[src/hdl/rre_pkg.sv]
// Shared types, constants and helper functions of the ripening rate estimator.
`default_nettype none
package rre_pkg;

	// Sample window
	localparam int WINDOW_DEPTH = 8;
	localparam int PTR_W = $clog2(WINDOW_DEPTH);
	localparam int FILL_W = $clog2(WINDOW_DEPTH + 1);

	// Shared long divider geometry
	localparam int DIV_NUM_W = 61;
	localparam int DIV_DEN_W = 33;
	localparam int DIV_CNT_W = 6;
	localparam logic [DIV_CNT_W-1:0] SLOPE_DIV_STEPS = 6'd17;
	localparam logic [DIV_CNT_W-1:0] RATE_DIV_STEPS = 6'd40;
	localparam logic [DIV_CNT_W-1:0] INV_DIV_STEPS = 6'd61;

	// Fixed-point constants
	localparam logic [30:0] LOG2E_Q30 = 31'd1549082005;
	localparam logic [29:0] LN2_Q30 = 30'd744261118;
	localparam logic signed [32:0] GATE_PRODUCT = 33'sd4194304;
	localparam logic [15:0] GATE_SAMPLE = 16'd3277;
	localparam logic signed [41:0] E_ZERO_LIMIT = 42'sd268435456;
	localparam logic signed [41:0] E_FULL_LIMIT = -42'sd16777216;
	localparam logic [3:0] SERIES_TERMS = 4'd12;

	// Register reset values
	localparam logic [15:0] BASE_TEMP_RST = 16'd3200;
	localparam logic [15:0] IDEAL_TEMP_RST = 16'd5120;
	localparam logic [15:0] RATE_INIT_RST = 16'd5243;
	localparam logic [15:0] BLEND_W_RST = 16'd3277;
	localparam logic [15:0] RATE_FLOOR_RST = 16'd655;
	localparam logic [15:0] RATE_CEIL_RST = 16'd13107;

	// Configuration register indexes
	typedef enum logic [2:0] {
		CFG_BASE_TEMP  = 3'd0,
		CFG_IDEAL_TEMP = 3'd1,
		CFG_RATE_INIT  = 3'd2,
		CFG_BLEND_W    = 3'd3,
		CFG_RATE_FLOOR = 3'd4,
		CFG_RATE_CEIL  = 3'd5
	} cfg_idx_t;

	// Datapath commands issued by the controller
	typedef enum logic [4:0] {
		CMD_NONE,
		CMD_LOAD,
		CMD_SLOPE_START,
		CMD_SLOPE_ZERO,
		CMD_SLOPE_SET,
		CMD_RATE_START,
		CMD_RATE_SET,
		CMD_BLEND_MUL,
		CMD_BLEND_ADD,
		CMD_E_MUL1,
		CMD_E_MUL2,
		CMD_T_MUL,
		CMD_T_SET,
		CMD_G_MUL,
		CMD_SER_MUL,
		CMD_SER_RECIP,
		CMD_SER_FIX,
		CMD_INV_START,
		CMD_REF_SET,
		CMD_REF_SAT,
		CMD_EMIT
	} cmd_t;

	// Datapath status seen by the controller
	typedef struct packed {
		logic div_done;
		logic fill_zero;
		logic gate_ok;
		logic blend_ok;
		logic e_sat;
		logic series_last;
		logic out_free;
	} dp_status_t;

	// floor(2^32 / k) for the series term division by k
	function automatic logic [32:0] recip_k(input logic [3:0] k);
		logic [32:0] r;
		case (k)
			4'd1:    r = 33'd4294967296;
			4'd2:    r = 33'd2147483648;
			4'd3:    r = 33'd1431655765;
			4'd4:    r = 33'd1073741824;
			4'd5:    r = 33'd858993459;
			4'd6:    r = 33'd715827882;
			4'd7:    r = 33'd613566756;
			4'd8:    r = 33'd536870912;
			4'd9:    r = 33'd477218588;
			4'd10:   r = 33'd429496729;
			4'd11:   r = 33'd390451572;
			4'd12:   r = 33'd357913941;
			default: r = 33'd0;
		endcase
		return r;
	endfunction

endpackage
`default_nettype wire

[src/hdl/rre_ctrl.sv]
// Controller state machine that sequences the datapath for one request.
`default_nettype none
module rre_ctrl
	import rre_pkg::*;
(
	input  wire logic       clk,
	input  wire logic       arst_n,
	input  wire logic       in_valid,
	output logic            in_ready,
	input  wire dp_status_t status,
	output cmd_t            cmd
);

	typedef enum logic [4:0] {
		ST_IDLE,
		ST_SLOPE,
		ST_SLOPE_WAIT,
		ST_GATE,
		ST_RATE_WAIT,
		ST_BLEND_CHK,
		ST_BLEND_ADD,
		ST_E1,
		ST_E2,
		ST_E_CHK,
		ST_T_SET,
		ST_G,
		ST_SER_MUL,
		ST_SER_RECIP,
		ST_SER_FIX,
		ST_INV,
		ST_INV_WAIT,
		ST_EMIT
	} state_t;

	state_t state_q, state_d;

	// Next state and the command for this cycle.
	always_comb begin
		state_d = state_q;
		cmd = CMD_NONE;
		case (state_q)
			ST_IDLE: begin
				if (in_valid) begin
					cmd = CMD_LOAD;
					state_d = ST_SLOPE;
				end
			end
			ST_SLOPE: begin
				if (status.fill_zero) begin
					cmd = CMD_SLOPE_ZERO;
					state_d = ST_GATE;
				end else begin
					cmd = CMD_SLOPE_START;
					state_d = ST_SLOPE_WAIT;
				end
			end
			ST_SLOPE_WAIT: begin
				if (status.div_done) begin
					cmd = CMD_SLOPE_SET;
					state_d = ST_GATE;
				end
			end
			ST_GATE: begin
				if (status.gate_ok) begin
					cmd = CMD_RATE_START;
					state_d = ST_RATE_WAIT;
				end else begin
					cmd = CMD_E_MUL1;
					state_d = ST_E2;
				end
			end
			ST_RATE_WAIT: begin
				if (status.div_done) begin
					cmd = CMD_RATE_SET;
					state_d = ST_BLEND_CHK;
				end
			end
			ST_BLEND_CHK: begin
				if (status.blend_ok) begin
					cmd = CMD_BLEND_MUL;
					state_d = ST_BLEND_ADD;
				end else begin
					cmd = CMD_E_MUL1;
					state_d = ST_E2;
				end
			end
			ST_BLEND_ADD: begin
				cmd = CMD_BLEND_ADD;
				state_d = ST_E1;
			end
			ST_E1: begin
				cmd = CMD_E_MUL1;
				state_d = ST_E2;
			end
			ST_E2: begin
				cmd = CMD_E_MUL2;
				state_d = ST_E_CHK;
			end
			ST_E_CHK: begin
				if (status.e_sat) begin
					cmd = CMD_REF_SAT;
					state_d = ST_EMIT;
				end else begin
					cmd = CMD_T_MUL;
					state_d = ST_T_SET;
				end
			end
			ST_T_SET: begin
				cmd = CMD_T_SET;
				state_d = ST_G;
			end
			ST_G: begin
				cmd = CMD_G_MUL;
				state_d = ST_SER_MUL;
			end
			ST_SER_MUL: begin
				cmd = CMD_SER_MUL;
				state_d = ST_SER_RECIP;
			end
			ST_SER_RECIP: begin
				cmd = CMD_SER_RECIP;
				state_d = ST_SER_FIX;
			end
			ST_SER_FIX: begin
				cmd = CMD_SER_FIX;
				state_d = status.series_last ? ST_INV : ST_SER_MUL;
			end
			ST_INV: begin
				cmd = CMD_INV_START;
				state_d = ST_INV_WAIT;
			end
			ST_INV_WAIT: begin
				if (status.div_done) begin
					cmd = CMD_REF_SET;
					state_d = ST_EMIT;
				end
			end
			ST_EMIT: begin
				if (status.out_free) begin
					cmd = CMD_EMIT;
					state_d = ST_IDLE;
				end
			end
			default: state_d = ST_IDLE;
		endcase
	end

	// State register
	always_ff @(posedge clk or negedge arst_n) begin
		if (!arst_n)
			state_q <= ST_IDLE;
		else
			state_q <= state_d;
	end

	assign in_ready = (state_q == ST_IDLE);

endmodule
`default_nettype wire

[config.mk]
export PLATFORM = sky130hd
export DESIGN_NAME = rre_ctrl
export DESIGN_NICKNAME = d
export VERILOG_FILES = /design/src/hdl/rre_pkg.sv /design/src/hdl/rre_ctrl.sv
export SDC_FILE = /design/constraint.sdc
export NUM_CORES = 1
export LEC_CHECK = 0
export BUFFER_PORTS_ARGS = -buffer_cell sky130_fd_sc_hd__buf_4
export CAP_MARGIN = 30
export CORE_ASPECT_RATIO = 1.4
export CORE_MARGIN = 3
export CORE_UTILIZATION = 36
export DETAILED_ROUTE_END_ITERATION = 8
export HOLD_SLACK_MARGIN = 0.15
export SLEW_MARGIN = 30
export SYNTH_ARGS = -nofsm -noshare
export SYNTH_HDL_FRONTEND = slang
export SYNTH_SLANG_ARGS = --single-unit
[constraint.sdc]
create_clock -name clk -period 2 [get_ports clk]
set_clock_uncertainty 0.05 [all_clocks]
set_input_delay 0.2 -clock clk [delete_from_list [all_inputs] [get_ports clk]]
set_output_delay 0.2 -clock clk [all_outputs]
set_load 0.01 [all_outputs]
==> flow_metrics.py <==
metrics = {
    "worst_setup_path": {
        "crit_slowest_cell": "or4_1",
        "critical_path_buf_inv_count": 1,
        "crit_arrival_ns": 1.76,
        "crit_chain": "or3b_4 > or4_1 > o311a_1 > o21ai_1 > buf_4",
        "r2r-start": "state_q[0]",
        "critPathLaunchType": "flop",
        "cp_max_fo": 5,
        "end_kind": "output pin",
        "max_stage_delay_ns": 0.40,
        "timing.rr.end": "state_q[0]",
        "cp.required_ns": 1.75,
        "critPathKind": "flop to output pin",
        "crit_family": "simple AND/OR/NAND/NOR gates",
        "cp.depth": 5,
        "endpoint": "cmd[3]",
        "r2r_slack_ns": 0.39,
        "ff2ff_path_depth": 6,
        "startpoint": "state_q[2]",
    },
    "detailed_routing": {
        "drc": 0,
        "routed_wl_um": 2011,
        "wire_per_inst_um": 14.57,
        "drtIter0Drc": 17,
        "ant_nets": 0,
        "dr.pass1.iters": 4,
        "routed-via-count": 813,
        "drt-vias-per-instance": 5.891,
    },
    "yosys": {
        "ys_warn_count": 0,
        "synth_edf_count": 0,
        "ys_async_sr_fraction_pct": 100.0,
        "avgSynthCellArea_sq_um": 7.344,
        "synthCells": 92,
        "synthesis.nets": 102,
        "ys_types": 40,
        "yosysSeqAreaShare_pct": 18.52,
        "netlist_area_sq_um": 675.6,
        "synthFlopType": "dfrtp_1",
        "synth_seq_cells": 5,
    },
    "timing": {
        "setup_viol": 1,
        "layout_worst_path_cycle_share_pct": 100.6,
        "worst_pin_slew_ns": 0.3156,
        "maxSlewViolCount": 0,
        "fmax_mhz": 496.8,
        "rsz0062_at_grt": "yes",
        "hold_viol": 0,
        "setup_ws_ns": -0.01269,
        "period_minus_slack_ns": 2.013,
        "slew_headroom_pct": 78.68,
    },
    "cts": {
        "insertion_delay_ns": 0.24,
        "clock-sinks": 5,
        "htree_levels": 1,
        "clkTransAtPathRegs_ns": 0.04,
        "cts-root-buf": "clkbuf_4",
        "cts_buffer_depth": 2,
        "cts_tree": "yes",
        "cts_made_buffers": 3,
    },
    "grt": {
        "antenna_found_initial": 0,
        "grt_use_total_pct": 16.55,
        "grt-ovfl-total": 0,
        "grt_pass1_vias": 768,
        "grt_pass1_wl_um": 3249,
        "grt_start_max_net_pins": 20,
    },
    "final_layout": {
        "fin_nets": 130,
        "seq_area_sq_um": 127.6,
        "syn_to_final_growth_pct": 40.56,
        "fill_cells": 167,
        "largest_reg_flops": 5,
        "antenna_cells": 0,
        "largestRegisters": "state_q: 5 flops",
        "drive_gt1_share_pct": 36.97,
        "regMostFlops": "state_q",
        "multi_input_area_sq_um": 518.0,
        "final_cell_mix": "30 x buf_4, 8 x o21ai_0, 6 x nand2_1, 5 x nor2b_1",
        "final_common_cell": "buf_4",
        "fin_util_pct": 56.52,
    },
    "power": {
        "ir_drop_mv": 0.9014,
        "p_leak_uw": 0.0004210,
        "p_per_area_mw_per_mm2": 1554,
    },
    "die": {
        "core_area_sq_mm": 0.001680,
        "start_util_pct": 40.21,
        "die_w_um": 42.62,
        "io_pins": 16,
        "die_area_sq_mm": 0.002440,
        "rows": 17,
        "die_h_um": 57.26,
    },
    "outcome": {
        "status": "complete, but fails checks",
        "failed_checks": "negative setup slack",
    },
    "placed_design": {
        "numPortBuffers": 15,
        "dp_hpwl_um": 1492,
        "gp_congestion": 0.9075,
        "pre_cts_ws_ns": 0.1279,
    },
    "run": {
        "maxCapViolations": 0,
    },
    "min_path": {
        "hold_class": "input pin to flop",
    },
}
## power breakdown
part / leakage, uW / internal [uW] / switching, uW
Sequential: 0.0000615 / 148 / 80.4
Clock: 0.0000150 / 75.1 / 37.3
Combinational: 0.000345 / 573 / 561
Total: 0.000421 / 796 / 679
## layout make-up
| class | count | area share, % |
|---|---|---|
| clock buffers | 4 | 2.767 |
| well taps | 19 | 2.503 |
| repair buffers | 32 | 25.96 |
| flip-flops and latches | 5 | 13.44 |
| multi-input cells | 76 | 54.55 |
| inverters | 2 | 0.7905 |
## logic make-up (layout without fill, tap and decap cells)
family          after synthesis  after routing  synth area share [%]
compound gates               29             29                 27.59
xor+xnor                      2              2                 2.593
mux                           4              4                 6.111
simple gates                 39             39                 33.71
flops                         5              5                 18.52
fa+ha+maj                     2              2                 2.963
buf+inv                      11             38                 8.519
## worst min path at each step
stage	cells past startpoint	end	from	slack (ns)
final	3	state_q[0]	status[0]	0.24
after global routing	2	state_q[0]	arst_n	0.24
after CTS	3	state_q[0]	status[0]	0.24
after detailed placement	1	state_q[1]	arst_n	-0.05
after global placement	1	state_q[0]	arst_n	-0.05
after floorplan	0	state_q[0]	arst_n	-0.15
## worst min-delay path: cells and delay by family
family          cells  cell delay, ns
buf+inv             1            0.09
compound gates      1            0.09
simple gates        1            0.10
## synthesized netlist by cell type, types with 3 or more instances
cell / n / area share (%)
a21oi_1: 4 / 3.0
a31oi_1: 4 / 3.7
buf_2: 4 / 3.0
clkbuf_1: 3 / 1.7
dfrtp_1: 5 / 19
mux2i_1: 3 / 4.4
nand2_1: 6 / 3.3
nor2_1: 5 / 2.8
nor2b_1: 6 / 5.6
nor3_1: 4 / 3.0
o211ai_1: 3 / 3.3
o21ai_0: 10 / 7.4
## metrics by stage
step	setup TNS, ns	hold WS [ns]	cells	instance area [sq um]	total power [uW]
floorplan	0	-0.1456	92	675.6	872.7
global placement	0	-0.04609	129	852.1	1261
detailed placement	0	-0.04565	129	852.1	1259
CTS	-0.02585	0.2375	137	917.1	1423
global route	-0.1478	0.2443	138	949.7	1606
finish	-0.01269	0.2383	138	949.7	1475
## layer usage
layer	vias up	global-route usage, %	wire (um)
li1	402	-	-
met1	387	21.52	919
met2	22	28.10	1003
met3	2	3.785	67
met4	0	2.667	20
met5	-	0	0
## timing repair
item | in CTS | in global routing
pin swaps | 1 | 2
endpoints found under the hold margin | 5 | 0
setup endpoints to repair | 2 | 4
hold buffers | 1 | 0
setup buffers | 3 | 1
gates resized for setup | 3 | 8
(Power assumes the default switching activity.)
